### config.mk
export PLATFORM = sky130hd
export DESIGN_NAME = key_count_table
export DESIGN_NICKNAME = d
export VERILOG_FILES = /design/src/rtl/core/kct_pkg.sv /design/src/rtl/core/kct_store.sv /design/src/rtl/core/key_count_table.sv
export SDC_FILE = /design/constraint.sdc
export NUM_CORES = 1
export LEC_CHECK = 0
export ABC_CLOCK_PERIOD_IN_PS = 4850
export BUFFER_PORTS_ARGS = -buffer_cell sky130_fd_sc_hd__buf_2
export CAP_MARGIN = 40
export CORE_ASPECT_RATIO = 0.8
export CORE_MARGIN = 2
export CORE_UTILIZATION = 62
export DETAILED_ROUTE_END_ITERATION = 10
export PLACE_DENSITY = 0.8
export SYNTH_ARGS = -nofsm -noshare
export SYNTH_HDL_FRONTEND = slang
export SYNTH_HIERARCHICAL = 1
export SYNTH_SLANG_ARGS = --single-unit
### constraint.sdc
create_clock -name clk_i -period 4.85 [get_ports clk_i]
set_clock_uncertainty 0.05 [all_clocks]
set_input_delay 0.7275 -clock clk_i [delete_from_list [all_inputs] [get_ports clk_i]]
set_output_delay 0.7275 -clock clk_i [all_outputs]
set_load 0.01 [all_outputs]
### src/rtl/core/kct_pkg.sv
// Package for the key and count table: request and result item types,
// mode and status codes, and the controller state encoding.
// Used by kct_store and key_count_table; depends on nothing else.
package kct_pkg;

  localparam int unsigned TableDepthDefault = 16;

  typedef enum logic [1:0] {
    MODE_ADD    = 2'd0,
    MODE_REMOVE = 2'd1,
    MODE_QUERY  = 2'd2
  } mode_e;

  typedef enum logic [1:0] {
    STATUS_DONE   = 2'd0,
    STATUS_BAD    = 2'd1,
    STATUS_FULL   = 2'd2,
    STATUS_ABSENT = 2'd3
  } status_e;

  typedef enum logic [2:0] {
    ST_IDLE,
    ST_SEARCH,
    ST_EXEC,
    ST_MOVE,
    ST_DONE
  } state_e;

  typedef struct packed {
    logic [1:0] mode;
    logic [7:0] item_key;
    logic [7:0] amount;
  } in_item_t;

  typedef struct packed {
    logic [1:0] status;
    logic [7:0] quantity_now;
    logic [4:0] entries_used;
  } out_item_t;

  typedef struct packed {
    logic [7:0] key;
    logic [7:0] qty;
  } entry_t;

endpackage

### src/rtl/core/kct_store.sv
// Entry store of the key and count table: one synchronous memory of key and
// count pairs with one write port and one registered read port.
// Depends on kct_pkg for the entry type.
module kct_store #(
  parameter int unsigned TableDepth = kct_pkg::TableDepthDefault,
  localparam int unsigned AddrW = (TableDepth > 1) ? $clog2(TableDepth) : 1
) (
  input  logic                clk_i,
  input  logic                rd_en_i,
  input  logic [AddrW-1:0]    rd_addr_i,
  output kct_pkg::entry_t     rd_data_o,
  input  logic                wr_en_i,
  input  logic [AddrW-1:0]    wr_addr_i,
  input  kct_pkg::entry_t     wr_data_i
);

  kct_pkg::entry_t mem [TableDepth];
  kct_pkg::entry_t rd_data_q;

  always_ff @(posedge clk_i) begin
    if (wr_en_i) begin
      mem[wr_addr_i] <= wr_data_i;
    end
  end

  always_ff @(posedge clk_i) begin
    if (rd_en_i) begin
      rd_data_q <= mem[rd_addr_i];
    end
  end

  assign rd_data_o = rd_data_q;

endmodule

### src/rtl/core/key_count_table.sv
// Key and count table: add, remove and query requests on packed key/count pairs.
// Requests pass through the states search, execute, move (only when a remove empties an
// entry) and done; the linear search reads one entry per cycle.
// The next item is accepted only once the result is registered, later while the output
// is stalled.
// Reset clears the entry count and reserved key; the memory is not cleared.
module key_count_table #(
  parameter int unsigned TableDepth = kct_pkg::TableDepthDefault
) (
  input  logic                clk_i,
  input  logic                rst_ni,
  input  logic                cfg_valid_i,
  output logic                cfg_ready_o,
  input  logic [7:0]          cfg_data_i,
  input  logic                in_valid_i,
  output logic                in_stall_o,
  input  kct_pkg::in_item_t   in_item_i,
  output logic                out_valid_o,
  input  logic                out_stall_i,
  output kct_pkg::out_item_t  out_item_o
);

  localparam int unsigned AddrW = (TableDepth > 1) ? $clog2(TableDepth) : 1;
  localparam int unsigned UsedW = $clog2(TableDepth + 1);

  kct_pkg::state_e    state_q, state_d;
  kct_pkg::in_item_t  req_q, req_d;
  kct_pkg::out_item_t res_q, res_d;
  kct_pkg::out_item_t out_item_q, out_item_d;
  logic               out_valid_q, out_valid_d;
  logic [7:0]         reserved_q, reserved_d;
  logic [UsedW-1:0]   used_q, used_d;
  logic [UsedW-1:0]   idx_q, idx_d;
  logic               rvalid_q, rvalid_d;
  logic [AddrW-1:0]   ridx_q, ridx_d;
  logic               found_q, found_d;
  logic [AddrW-1:0]   pos_q, pos_d;
  logic [7:0]         qty_q, qty_d;

  logic               rd_en;
  logic [AddrW-1:0]   rd_addr;
  kct_pkg::entry_t    rd_data;
  logic               wr_en;
  logic [AddrW-1:0]   wr_addr;
  kct_pkg::entry_t    wr_data;

  logic [31:0]        used_ext;
  logic [7:0]         qty_sum;
  logic [7:0]         qty_diff;
  logic [7:0]         qty_seen;
  logic [UsedW-1:0]   used_last;

  kct_store #(
    .TableDepth(TableDepth)
  ) u_store (
    .clk_i    (clk_i),
    .rd_en_i  (rd_en),
    .rd_addr_i(rd_addr),
    .rd_data_o(rd_data),
    .wr_en_i  (wr_en),
    .wr_addr_i(wr_addr),
    .wr_data_i(wr_data)
  );

  assign cfg_ready_o = 1'b1;
  assign in_stall_o  = (state_q != kct_pkg::ST_IDLE);
  assign out_valid_o = out_valid_q;
  assign out_item_o  = out_item_q;

  assign qty_sum   = 8'(qty_q + req_q.amount);
  assign qty_diff  = 8'(qty_q - req_q.amount);
  assign qty_seen  = found_q ? qty_q : 8'd0;
  assign used_last = UsedW'(used_q - UsedW'(1));

  always_comb begin
    state_d     = state_q;
    req_d       = req_q;
    res_d       = res_q;
    out_item_d  = out_item_q;
    out_valid_d = out_valid_q;
    reserved_d  = reserved_q;
    used_d      = used_q;
    idx_d       = idx_q;
    rvalid_d    = rvalid_q;
    ridx_d      = ridx_q;
    found_d     = found_q;
    pos_d       = pos_q;
    qty_d       = qty_q;
    rd_en       = 1'b0;
    rd_addr     = idx_q[AddrW-1:0];
    wr_en       = 1'b0;
    wr_addr     = pos_q;
    wr_data     = '{key: req_q.item_key, qty: qty_q};
    used_ext    = 32'(used_q);

    if (cfg_valid_i) begin
      reserved_d = cfg_data_i;
    end
    if (out_valid_q && !out_stall_i) begin
      out_valid_d = 1'b0;
    end

    case (state_q)
      kct_pkg::ST_IDLE: begin
        if (in_valid_i) begin
          req_d    = in_item_i;
          idx_d    = '0;
          rvalid_d = 1'b0;
          found_d  = 1'b0;
          state_d  = kct_pkg::ST_SEARCH;
        end
      end
      kct_pkg::ST_SEARCH: begin
        if (rvalid_q && rd_data.key == req_q.item_key) begin
          found_d  = 1'b1;
          pos_d    = ridx_q;
          qty_d    = rd_data.qty;
          rvalid_d = 1'b0;
          state_d  = kct_pkg::ST_EXEC;
        end else if (idx_q >= used_q) begin
          rvalid_d = 1'b0;
          if (!rvalid_q) begin
            state_d = kct_pkg::ST_EXEC;
          end
        end else begin
          rd_en    = 1'b1;
          rd_addr  = idx_q[AddrW-1:0];
          ridx_d   = idx_q[AddrW-1:0];
          rvalid_d = 1'b1;
          idx_d    = UsedW'(idx_q + UsedW'(1));
        end
      end
      kct_pkg::ST_EXEC: begin
        res_d.status       = kct_pkg::STATUS_DONE;
        res_d.quantity_now = qty_seen;
        state_d            = kct_pkg::ST_DONE;
        case (kct_pkg::mode_e'(req_q.mode))
          kct_pkg::MODE_QUERY: begin
          end
          kct_pkg::MODE_ADD, kct_pkg::MODE_REMOVE: begin
            if (req_q.item_key == reserved_q || req_q.amount == 8'd0) begin
              res_d.status = kct_pkg::STATUS_BAD;
            end else if (req_q.mode == kct_pkg::MODE_ADD) begin
              if (found_q) begin
                wr_en              = 1'b1;
                wr_addr            = pos_q;
                wr_data.qty        = qty_sum;
                res_d.quantity_now = qty_sum;
              end else if (used_q >= UsedW'(TableDepth)) begin
                res_d.status = kct_pkg::STATUS_FULL;
              end else begin
                wr_en              = 1'b1;
                wr_addr            = used_q[AddrW-1:0];
                wr_data.qty        = req_q.amount;
                used_d             = UsedW'(used_q + UsedW'(1));
                res_d.quantity_now = req_q.amount;
              end
            end else begin
              if (!found_q || qty_q < req_q.amount) begin
                res_d.status = kct_pkg::STATUS_ABSENT;
              end else if (qty_q == req_q.amount) begin
                rd_en              = 1'b1;
                rd_addr            = used_last[AddrW-1:0];
                res_d.quantity_now = 8'd0;
                state_d            = kct_pkg::ST_MOVE;
              end else begin
                wr_en              = 1'b1;
                wr_addr            = pos_q;
                wr_data.qty        = qty_diff;
                res_d.quantity_now = qty_diff;
              end
            end
          end
          default: begin
            res_d.status = kct_pkg::STATUS_BAD;
          end
        endcase
        used_ext           = 32'(used_d);
        res_d.entries_used = used_ext[4:0];
      end
      kct_pkg::ST_MOVE: begin
        wr_en              = 1'b1;
        wr_addr            = pos_q;
        wr_data            = rd_data;
        used_d             = used_last;
        used_ext           = 32'(used_last);
        res_d.entries_used = used_ext[4:0];
        state_d            = kct_pkg::ST_DONE;
      end
      kct_pkg::ST_DONE: begin
        if (!out_valid_q || !out_stall_i) begin
          out_item_d  = res_q;
          out_valid_d = 1'b1;
          state_d     = kct_pkg::ST_IDLE;
        end
      end
      default: begin
        state_d = kct_pkg::ST_IDLE;
      end
    endcase
  end

  always_ff @(posedge clk_i or negedge rst_ni) begin
    if (!rst_ni) begin
      state_q     <= kct_pkg::ST_IDLE;
      out_valid_q <= 1'b0;
      reserved_q  <= 8'd0;
      used_q      <= '0;
      idx_q       <= '0;
      rvalid_q    <= 1'b0;
      found_q     <= 1'b0;
    end else begin
      state_q     <= state_d;
      out_valid_q <= out_valid_d;
      reserved_q  <= reserved_d;
      used_q      <= used_d;
      idx_q       <= idx_d;
      rvalid_q    <= rvalid_d;
      found_q     <= found_d;
    end
  end

  always_ff @(posedge clk_i) begin
    req_q      <= req_d;
    res_q      <= res_d;
    out_item_q <= out_item_d;
    ridx_q     <= ridx_d;
    pos_q      <= pos_d;
    qty_q      <= qty_d;
  end

endmodule

==> results by group, run 1 <==
CTS
  • Clock transition at path regs: 0.06 ns
  • CTS buffer count: 35
  • Clock Sinks: 360
  • Hold buffers post-CTS: 0
  • CTS root buf: clkbuf_16
  • Cts repair resizes: 0
  • H-tree depth: 2
  • Post-CTS Setup Bufs: 0
  • Clock latency on the worst-skew pair: 0.53 ns
  • CTS tree: done
  • Longest Clk Path Bufs: 3

Logic synthesis
  • Post-Syn Nets: 982
  • Yosys reg bits: 360
  • Mapped Area: 15320 um2
  • Avg Inst Size Synth: 16.57 um2
  • Sequential share of the synthesized area: 69.76%
  • Commonest cells in the netlist: 336 x edfxtp_1, 80 x nand2_1, 54 x mux4_2, 38 x nor2_1, 32 x a22oi_1
  • Fraction of registers with async set/reset: 6.667%
  • Yosys cell types: 71
  • Top post-synthesis cells by area: edfxtp_1 66%, mux4_2 7.9%, dfrtp_1 3.9%
  • Most frequent cell after synthesis: edfxtp_1
  • Synth top area share: 65.84%
  • Mapped Cells: 925
  • Post-synth EDFFs: 336
  • Yosys warning total: 6
  • Most used flip-flop cell after synthesis: edfxtp_1
  • Cell accounting for the most synthesized area: edfxtp_1

Setup path
  • Crit path launch type: flip-flop
  • Family with the most delay on the worst path: compound AO/OA/AOI/OAI gates
  • Critical path's slowest cell: mux4_1
  • Crit-path max cell delay: 0.62 ns
  • Critical-path cell list: ha_1, fa_1, nand2b_1, a21oi_1, o211ai_1, nor4_4, buf_4, nor2_1, a21oi_4, buf_12, mux4_1, a22oi_1, nand2_1
  • Critical path type: flip-flop to flip-flop
  • CP Data Arrival Time: 4.52 ns
  • CP Capture Type: flip-flop
  • CP required: 5.06 ns
  • CP max FO: 64
  • Number of buffers and inverters on the critical path: 2

Global routing
  • Initial antenna violation count: 0
  • GRT Residual Overflow: 0
  • Largest net degree at the start of global routing: 65
  • Vias in the first global route: 8937
  • First-pass GRT wire length: 52960 um
  • Gr usage total: 27.58%

Placement
  • RePlAce Congestion: 0.9366
  • Hpwl dp: 21730 um
  • Post-place setup slack: 0.6213 ns
  • Port-buffer cells: 47

Detailed routing
  • Via density: 6.608
  • Vias: 8934
  • Drt wl/cell: 25.52 um
  • DRT iter0 DRCs: 1277
  • Final wirelength: 34500 um
  • Routed Antenna Nets: 0
  • Drt first pass iters: 6
  • DRC Markers: 0

STA
  • F_max: 0.2317 GHz
  • RSZ-0062 raised after global routing: no
  • Headroom to the max-slew limit: 40.40%
  • Finish-stage setup viols: 0
  • Pins over their slew limit: 0
  • TNS Setup: 0 ns
  • Setup WS post-layout: 0.5344 ns
  • Final period utilization: 88.98%
  • Minimum clock period after layout: 4.316 ns
  • Worst-margin pin slew: 0.8931 ns
  • Final Hold Viols: 0

Cells and area
  • Area Growth Syn to Fin: 11.95%
  • Fin nets: 1066
  • Share of post-route cells with drive strength above 1: 22.34%
  • Fin util: 70.57%
  • Number of antenna diodes: 0

Power and ir drop
  • Pwr Density: 482.0 nW/um2
  • Worst VDD drop: 353.8 uV
  • P_leak: 0.005833 uW

Floorplanning
  • Die ar.: 26000 um2
  • Die Height: 144.6 um
  • I/O pin count: 49
  • Core ar.: 24310 um2
  • Die Wd: 179.8 um
  • Rows: 51
  • Initial core utilization: 63.03%

Outcome
  • Status: finished clean

Run
  • Max-cap violation count: 0

Worst hold path
  • Hold Path Class: input port to asynchronous set/reset pin
-- power breakdown --
part           internal [uW]  leakage (uW)  switching, uW
Combinational            696       0.00198           1060
Clock                   1330      0.000505           1150
Sequential              3830       0.00334            195
-- per-layer routing --
metal / wire [um] / GRT usage (%) / up-vias
li1: - / - / 3833
met1: 13620 / 39.81 / 4475
met2: 15950 / 43.11 / 546
met3: 3896 / 5.515 / 80
met4: 1028 / 9.071 / 0
met5: 0 / 0 / -
-- worst register-to-register path, stage by stage, from the launching register on --
cell,delay (ns)
edfxtp_1,0.47
ha_1,0.25
fa_1,0.40
nand2b_1,0.19
a21oi_1,0.35
o211ai_1,0.29
nor4_4,0.20
buf_4,0.23
nor2_1,0.09
a21oi_4,0.15
buf_12,0.43
mux4_1,0.67
a22oi_1,0.21
nand2_1,0.08
-- placed cells by master (no fill, tap or decap), drive strengths merged, types with 3 or more instances in the layout --
cell      n
a22oi    32
dfrtp    24
o21a      4
nand2b    7
buf      88
and3      5
inv      35
clkinv   20
mux2i     5
a21o      8
a21oi    27
nand3    12
nand4     9
mux2      9
nor3     28
a211oi    3
ha       24
nand2    81
nor2b    12
o21ai    25
edfxtp  336
mux4     64
a221o     8
a31oi     6
nor2     38
o22ai     3
or4       3
clkbuf   40
xnor2    26
o211ai    5
nor4     10
-- flip-flops by register name (all words and copies together), names as in the netlist --
register and count:
found_q 1, idx_q 5, out_item_o 15, out_valid_o 1
pos_q 4, qty_q 8, req_q 18, res_q 15
reserved_q 8, ridx_q 4, rvalid_q 1, state_q 3
u_store/mem 256, u_store/rd_data_o 16, used_q 5
-- final cells by class --
class,instances,area (um2)
flip-flops and latches,360,10690
multi-input cells,491,4360
inverters,33,125.1
repair buffers,88,570.5
fillers,1472,7156
clock buffers,40,894.6
clock inverters,22,117.6
well taps,318,397.9
-- stage by stage --
stage | hold slack, ns | cells | power [uW] | area [um2]
after CTS | 0.1479 | 1352 | 8275 | 17160
final | 0.1505 | 1352 | 8269 | 17160
after global routing | 0.1818 | 1352 | 8573 | 17160
after global placement | 0.3507 | 1287 | 5743 | 16120
after floorplan | 0.3503 | 925 | 5304 | 15320
after detailed placement | 0.3545 | 1290 | 5810 | 16140
-- worst paths after layout --
path	endpoint	depth (start not counted)	slack (ns)	from
setup / recovery	u_store/rd_data_o[3]	13	0.53	req_q[0]
hold / removal	idx_q[4]	1	0.15	rst_ni
setup reg to reg	u_store/rd_data_o[3]	13	0.53	req_q[0]
hold reg to reg	pos_q[1]	0	0.36	ridx_q[1]
max in group asynchronous	idx_q[2]	1	4.21	rst_ni
min in group clk_i	req_q[1]	1	0.32	in_item_i[1]
-- kinds of logic after synthesis --
| family | Yosys count | synth area share, % |
|---|---|---|
| buffers and inverters | 74 | 2.213 |
| muxes | 78 | 10.64 |
| DFF | 360 | 69.76 |
| xor gates and xnor gates | 28 | 1.600 |
| other | 1 | 0.02447 |
| and+or+nand+nor | 217 | 6.948 |
| adders and majority gates | 26 | 2.221 |
| AOI/OAI and AO/OA | 141 | 6.597 |
(Power assumes the default switching activity.)
==> inputs of run 2 (changes only) <==
Settings changed: CORE_UTILIZATION 62 to 47, PLACE_DENSITY 0.8 to not set.
==> results by group, run 2 (synthesized netlist as in run 1, its figures left out) <==
Setup path
  • R2r worst-path depth: 8 (was 13)
  • Number of buffers and inverters on the critical path: 1 (was 2)
  • Critical path type: flip-flop to flip-flop (unchanged)
  • CP dominant cell by count: nand2_1
  • Crit-path max cell delay: 0.78 ns (was 0.62 ns)
  • CP Data Arrival Time: 4.29 ns (was 4.52 ns)
  • CP Capture Type: flip-flop (unchanged)
  • Reg-to-Reg End: u_store/mem[7][4] (was u_store/rd_data_o[3])
  • CP max FO: 13 (was 64)
  • FF-to-FF setup slack: 0.72 ns (was 0.53 ns)
  • Family with the most delay on the worst path: simple AND/OR/NAND/NOR gates (was compound AO/OA/AOI/OAI gates)
  • Critical path's slowest cell: o21ai_0 (was mux4_1)
  • CP required: 5.01 ns (was 5.06 ns)
  • Critical-path cell list: or2_1, nor2_1, o2111a_1, nand2_1, o21ai_0, nand2_1, nor2_2, buf_4 (was ha_1, fa_1, nand2b_1, a21oi_1, o211ai_1, nor4_4, buf_4, nor2_1, a21oi_4, buf_12, mux4_1, a22oi_1, nand2_1)
  • Crit path launch type: flip-flop (unchanged)
  • Reg2reg start: req_q[17] (was req_q[0])

Detailed routing
  • Drt wl/cell: 23.85 um (was 25.52 um)
  • Via density: 5.829 (was 6.608)
  • Routed Antenna Nets: 0 (unchanged)
  • DRC Markers: 0 (unchanged)
  • DRT iter0 DRCs: 895 (was 1277)
  • Vias: 8563 (was 8934)
  • Final wirelength: 35040 um (was 34500 um)
  • Drt first pass iters: 5 (was 6)

CTS
  • H-tree depth: 2 (unchanged)
  • Clock latency on the worst-skew pair: 0.54 ns (was 0.53 ns)
  • Hold buffers post-CTS: 0 (unchanged)
  • CTS buffer count: 37 (was 35)
  • Longest Clk Path Bufs: 3 (unchanged)
  • Clock transition at path regs: 0.06 ns (about the same)
  • Cts repair resizes: 0 (unchanged)
  • CTS root buf: clkbuf_16 (unchanged)
  • CTS tree: done (unchanged)
  • Post-CTS Setup Bufs: 0 (unchanged)
  • Clock Sinks: 360 (unchanged)

Placement
  • Port-buffer cells: 47 (unchanged)
  • Hpwl dp: 22930 um (was 21730 um)
  • RePlAce Congestion: 0.9135 (was 0.9366)
  • Post-place setup slack: 0.8162 ns (was 0.6213 ns)

STA
  • Final period utilization: 85.13% (was 88.98%)
  • RSZ-0062 raised after global routing: no (unchanged)
  • F_max: 0.2422 GHz (was 0.2317 GHz)
  • Worst-margin pin slew: 0.9279 ns (was 0.8931 ns)
  • Finish-stage setup viols: 0 (unchanged)
  • Headroom to the max-slew limit: 37.49% (was 40.40%)
  • TNS Setup: 0 ns (unchanged)
  • Minimum clock period after layout: 4.129 ns (was 4.316 ns)
  • Pins over their slew limit: 0 (unchanged)
  • Setup WS post-layout: 0.7211 ns (was 0.5344 ns)
  • Final Hold Viols: 0 (unchanged)

Outcome
  • Status: finished clean (unchanged)

Run
  • Max-cap violation count: 0 (unchanged)

Power and ir drop
  • Net switching power: 2439 uW (was 2408 uW)
  • Int Power: 6191 uW (was 5861 uW)
  • Flop pwr share: 46.5% (was 48.7%)
  • Comb pwr share: 21.1% (was 21.3%)
  • Pwr Density: 492.4 nW/um2 (was 482.0 nW/um2)
  • Net Sw Frac: 28.26% (was 29.12%)
  • P_leak: 0.005929 uW (was 0.005833 uW)
  • Worst VDD drop: 301.0 uV (was 353.8 uV)
  • Clk pwr share: 32.4% (was 30.1%)

Cells and area
  • Max FFs per register: 256 (unchanged)
  • Largest Register: u_store/mem (unchanged)
  • Fin nets: 1070 (was 1066)
  • Area Growth Syn to Fin: 14.35% (was 11.95%)
  • Share of post-route cells with drive strength above 1: 23.03% (was 22.34%)
  • Most common cell after layout, fill and taps aside: edfxtp_1 (unchanged)
  • Number of antenna diodes: 0 (unchanged)
  • Commonest cells after routing, fill and taps aside: 336 x edfxtp_1, 80 x nand2_1, 54 x mux4_2 (unchanged)

Global routing
  • M3 GR Usage: 4.337% (was 5.515%)
  • Met1 GRT Util: 32.71% (was 39.81%)
  • Met2 Use GR: 31.05% (was 43.11%)
  • Initial antenna violation count: 0 (unchanged)
  • GRT Residual Overflow: 0 (unchanged)
  • Gr usage total: 21.27% (was 27.58%)
  • Vias in the first global route: 8413 (was 8937)
  • Largest net degree at the start of global routing: 48 (was 65)
  • First-pass GRT wire length: 52720 um (was 52960 um)
  • GRT Max-Usage Layer: met1 (was met2)

Floorplanning
  • Rows: 59 (was 51)
  • Core ar.: 32330 um2 (was 24310 um2)
  • Die Wd: 205.9 um (was 179.8 um)
  • I/O pin count: 49 (unchanged)
  • Die Height: 165.5 um (was 144.6 um)
  • Die ar.: 34080 um2 (was 26000 um2)
  • Initial core utilization: 47.40% (was 63.03%)

Worst hold path
  • Hold Path Class: input port to asynchronous set/reset pin (unchanged)
## run 2: changes by cell type in the layout (fill, tap and decap cells not counted), sizes merged
cell / previous run / this run
bufinv: 0 / 4
buf: 88 / 90
clkinv: 20 / 17
clkbuf: 40 / 47
inv: 35 / 33
## run 2: per-stage QoR
| step | instance area (um2) | cells | power, uW | util (%) | hold slack, ns |
|---|---|---|---|---|---|
| 6_report | 17520 | 1469 | 8630 | 54.20 | 0.1412 |
| 5_1_grt | 17520 | 1469 | 9012 | 54.20 | 0.1732 |
| 4_1_cts | 17520 | 1468 | 8715 | 54.18 | 0.1417 |
| 3_5_place_dp | 16330 | 1400 | 5905 | 50.49 | 0.3571 |
| 3_3_place_gp | 16300 | 1398 | 5880 | 50.42 | 0.3514 |
| 2_1_floorplan | 15320 | 925 | 5304 | - | 0.3503 |
## run 2: layout make-up
cell class,count,area (um2)
timing repair buffer,90,615.6
inverter,33,125.1
clock buffer,47,963.4
tap,427,534.3
sequential,360,10690
fill,2620,14810
clock inverter,21,227.7
multi-input combinational,491,4368
## run 2: how the worst max path moves through the flow
stage | from | to | cells after the start
finish | req_q[17] | u_store/mem[7][4] | 8
global route | qty_q[6] | u_store/mem[1][1] | 10
CTS | req_q[0] | u_store/rd_data_o[1] | 12
detailed placement | req_q[17] | u_store/mem[7][3] | 8
global placement | req_q[0] | u_store/rd_data_o[12] | 12
floorplan | req_q[0] | u_store/mem[0][0] | 10
## run 2: layer usage
| metal | vias to the layer above | share of wire, % |
|---|---|---|
| met5 | - | 0 |
| met4 | 0 | 2.0 |
| met3 | 51 | 7.3 |
| met2 | 321 | 44 |
| met1 | 4343 | 46 |
| li1 | 3848 | - |
## run 2: worst register-to-register path: stages (launching register included)
cell,delay [ns]
edfxtp_1,0.44
or2_1,0.45
nor2_1,0.32
o2111a_1,0.44
nand2_1,0.22
o21ai_0,0.78
nand2_1,0.32
nor2_2,0.47
buf_4,0.32
## run 2: power by group through the flow
stage                     sequential (uW)  clock [uW]  combinational, uW
final                                4010        2800               1820
after floorplan                      4000           0               1310
after global placement               4080           0               1800
after CTS                            4010        2870               1830
after detailed placement             4080           0               1830
after global routing                 4040        2980               2000
==> inputs of run 3 (changes only) <==
Settings changed: ABC_AREA set to 1.
==> results by group, run 3 <==
Cells and area
  • Most common cell after layout, fill and taps aside: nand2_1 (was edfxtp_1)
  • Share of post-route cells with drive strength above 1: 12.16% (was 23.03%)
  • Max FFs per register: 256 (unchanged)
  • Area Growth Syn to Fin: 11.80% (was 14.35%)
  • Largest Register: u_store/mem (unchanged)
  • Fin area: 19220 um2 (was 17520 um2)
  • Commonest cells after routing, fill and taps aside: 574 x nand2_1, 336 x edfxtp_1, 272 x inv_1 (was 336 x edfxtp_1, 80 x nand2_1, 54 x mux4_2)
  • Number of antenna diodes: 0 (unchanged)
  • Fin nets: 1873 (was 1070)

Global routing
  • Vias in the first global route: 11452 (was 8413)
  • Gr usage total: 22.47% (was 21.27%)
  • GRT Residual Overflow: 0 (unchanged)
  • Initial antenna violation count: 0 (unchanged)
  • First-pass GRT wire length: 65440 um (was 52720 um)
  • Largest net degree at the start of global routing: 106 (was 48)

Floorplanning
  • I/O pin count: 49 (unchanged)
  • Die Height: 175.1 um (was 165.5 um)
  • Initial core utilization: 47.77% (was 47.40%)
  • Rows: 62 (was 59)
  • Die Wd: 217.9 um (was 205.9 um)
  • Core ar.: 35990 um2 (was 32330 um2)
  • Die ar.: 38140 um2 (was 34080 um2)

Detailed routing
  • DRT iter0 DRCs: 1050 (was 895)
  • Via density: 5.172 (was 5.829)
  • Final wirelength: 42050 um (was 35040 um)
  • Routed Antenna Nets: 0 (unchanged)
  • Drt first pass iters: 5 (unchanged)
  • DRC Markers: 0 (unchanged)
  • Drt wl/cell: 18.11 um (was 23.85 um)
  • Vias: 12010 (was 8563)

Logic synthesis
  • Most used flip-flop cell after synthesis: edfxtp_1 (unchanged)
  • Fraction of registers with async set/reset: 6.667% (unchanged)
  • Post-Syn Nets: 1810 (was 982)
  • Most frequent cell after synthesis: nand2_1 (was edfxtp_1)
  • Cell accounting for the most synthesized area: edfxtp_1 (unchanged)
  • Yosys reg bits: 360 (unchanged)
  • Synth top area share: 58.68% (was 65.84%)
  • Avg Inst Size Synth: 9.809 um2 (was 16.57 um2)
  • Yosys cell types: 49 (was 71)
  • Mapped Cells: 1753 (was 925)
  • Post-synth EDFFs: 336 (unchanged)
  • Yosys warning total: 6 (unchanged)
  • Mapped Area: 17200 um2 (was 15320 um2)
  • Commonest cells in the netlist: 576 x nand2_1, 336 x edfxtp_1, 272 x inv_1, 220 x nand3_1, 51 x nor2_1 (was 336 x edfxtp_1, 80 x nand2_1, 54 x mux4_2, 38 x nor2_1, 32 x a22oi_1)
  • Sequential share of the synthesized area: 62.17% (was 69.76%)
  • Top post-synthesis cells by area: edfxtp_1 59%, nand2_1 13%, nand3_1 6.4% (was edfxtp_1 66%, mux4_2 7.9%, dfrtp_1 3.9%)

CTS
  • Clock Sinks: 360 (unchanged)
  • Post-CTS Setup Bufs: 0 (unchanged)
  • Longest Clk Path Bufs: 3 (unchanged)
  • CTS tree: done (unchanged)
  • Hold buffers post-CTS: 0 (unchanged)
  • CTS root buf: clkbuf_16 (unchanged)
  • Cts repair resizes: 0 (unchanged)
  • Clock transition at path regs: 0.06 ns (about the same)
  • Clock latency on the worst-skew pair: 0.54 ns (about the same)
  • H-tree depth: 2 (unchanged)
  • CTS buffer count: 37 (unchanged)

Placement
  • RePlAce Congestion: 0.9053 (was 0.9135)
  • Port-buffer cells: 47 (unchanged)
  • Placement Cell Area: 18080 um2 (was 16330 um2)
  • Hpwl dp: 26530 um (was 22930 um)

Power and ir drop
  • Power, Total: 9370 uW (was 8630 uW)
  • P_leak: 0.008344 uW (was 0.005929 uW)
  • Pwr Density: 487.4 nW/um2 (was 492.4 nW/um2)
  • Worst VDD drop: 347.5 uV (was 301.0 uV)

Worst hold path
  • Hold Path Class: input port to asynchronous set/reset pin (unchanged)

Outcome
  • Status: finished clean (unchanged)

STA
  • RSZ-0062 raised after global routing: no (unchanged)
  • Finish-stage setup viols: 0 (unchanged)
  • Final period utilization: 78.50% (was 85.13%)
  • Final Hold Viols: 0 (unchanged)
  • Minimum clock period after layout: 3.807 ns (was 4.129 ns)
  • Pins over their slew limit: 0 (unchanged)
  • TNS Setup: 0 ns (unchanged)
  • F_max: 0.2627 GHz (was 0.2422 GHz)
  • Worst-margin pin slew: 0.9103 ns (was 0.9279 ns)
  • Headroom to the max-slew limit: 39.31% (was 37.49%)

Setup path
  • Critical path type: flip-flop to flip-flop (unchanged)
  • CP max FO: 10 (was 13)
  • R2r worst-path depth: 13 (was 8)
  • CP required: 5.02 ns (was 5.01 ns)
  • Worst setup path startpoint: req_q[0] (was req_q[17])
  • FF-to-FF setup slack: 1.04 ns (was 0.72 ns)
  • Crit path launch type: flip-flop (unchanged)
  • Reg-to-Reg End: u_store/mem[10][7] (was u_store/mem[7][4])
  • CP Data Arrival Time: 3.98 ns (was 4.29 ns)
  • Reg2reg start: req_q[0] (was req_q[17])
  • CP Capture Type: flip-flop (unchanged)

Run
  • Max-cap violation count: 0 (unchanged)
==> run 3: per-layer routing <==
| metal | track usage (%) | vias to the layer above | part of all wire, % |
|---|---|---|---|
| met5 | 0 | - | 0 |
| met4 | 6.378 | 0 | 2.1 |
| met3 | 3.290 | 74 | 6.6 |
| met2 | 33.70 | 379 | 44 |
| met1 | 34.05 | 5738 | 47 |
| li1 | - | 5819 | - |
==> run 3: area by class of cell <==
type	instances	area, um2
Multi-Input combinational cell	1037	5077
Tap cell	480	600.6
Timing Repair Buffer	90	615.6
Fill cell	3249	16770
Inverter	290	1092
Sequential cell	360	10690
Clock inverter	20	150.1
Clock buffer	45	998.5
==> run 3: worst max-delay path, stage by stage, from the launching register on <==
cell and delay, ns:
edfxtp_1 0.48, ha_1 0.26, fa_1 0.40, nand3b_1 0.17
nand2_1 0.16, nand2_2 0.08, nand2_4 0.10, nand3_2 0.07
nand2_2 0.11, nand3_2 0.19, a21oi_1 0.33, nand3b_1 0.26
nor2_2 0.46, buf_4 0.34
==> run 3: logic make-up after synthesis <==
group	after synthesis	synth area share (%)
buf+inv	356	8.674
xor+xnor	14	0.7568
flops	360	62.17
compound gates	84	2.933
simple gates	912	23.47
fa+ha+maj	26	1.979
other cells	1	0.02181
==> run 3: report_power, final <==
group | total (uW) | internal, uW | leakage, uW | switching (uW)
clock network | 2750 | 1570 | 0.000567 | 1180
registers | 4090 | 3900 | 0.00335 | 196
logic | 2530 | 746 | 0.00442 | 1780
==> run 3: metrics by stage <==
stage                     utilization (%)  cells  setup slack [ns]  hold WS, ns
after floorplan                         -   1753             1.549       0.3503
after global placement              50.16   2255             1.256       0.3596
after detailed placement            50.22   2257             1.126       0.3592
after CTS                           53.41   2322             1.103       0.1407
after global routing                53.41   2322            0.8785       0.1677
final                               53.41   2322             1.043       0.1350
==> run 3: how the worst max path moves through the flow <==
stage	cells past startpoint	slack, ns	to
final	13	1.04	u_store/mem[10][7]
after global routing	16	0.88	u_store/rd_data_o[7]
after CTS	13	1.10	u_store/mem[10][0]
after detailed placement	13	1.13	u_store/mem[10][0]
after global placement	13	1.26	u_store/mem[10][0]
after floorplan	12	1.55	u_store/mem[12][0]
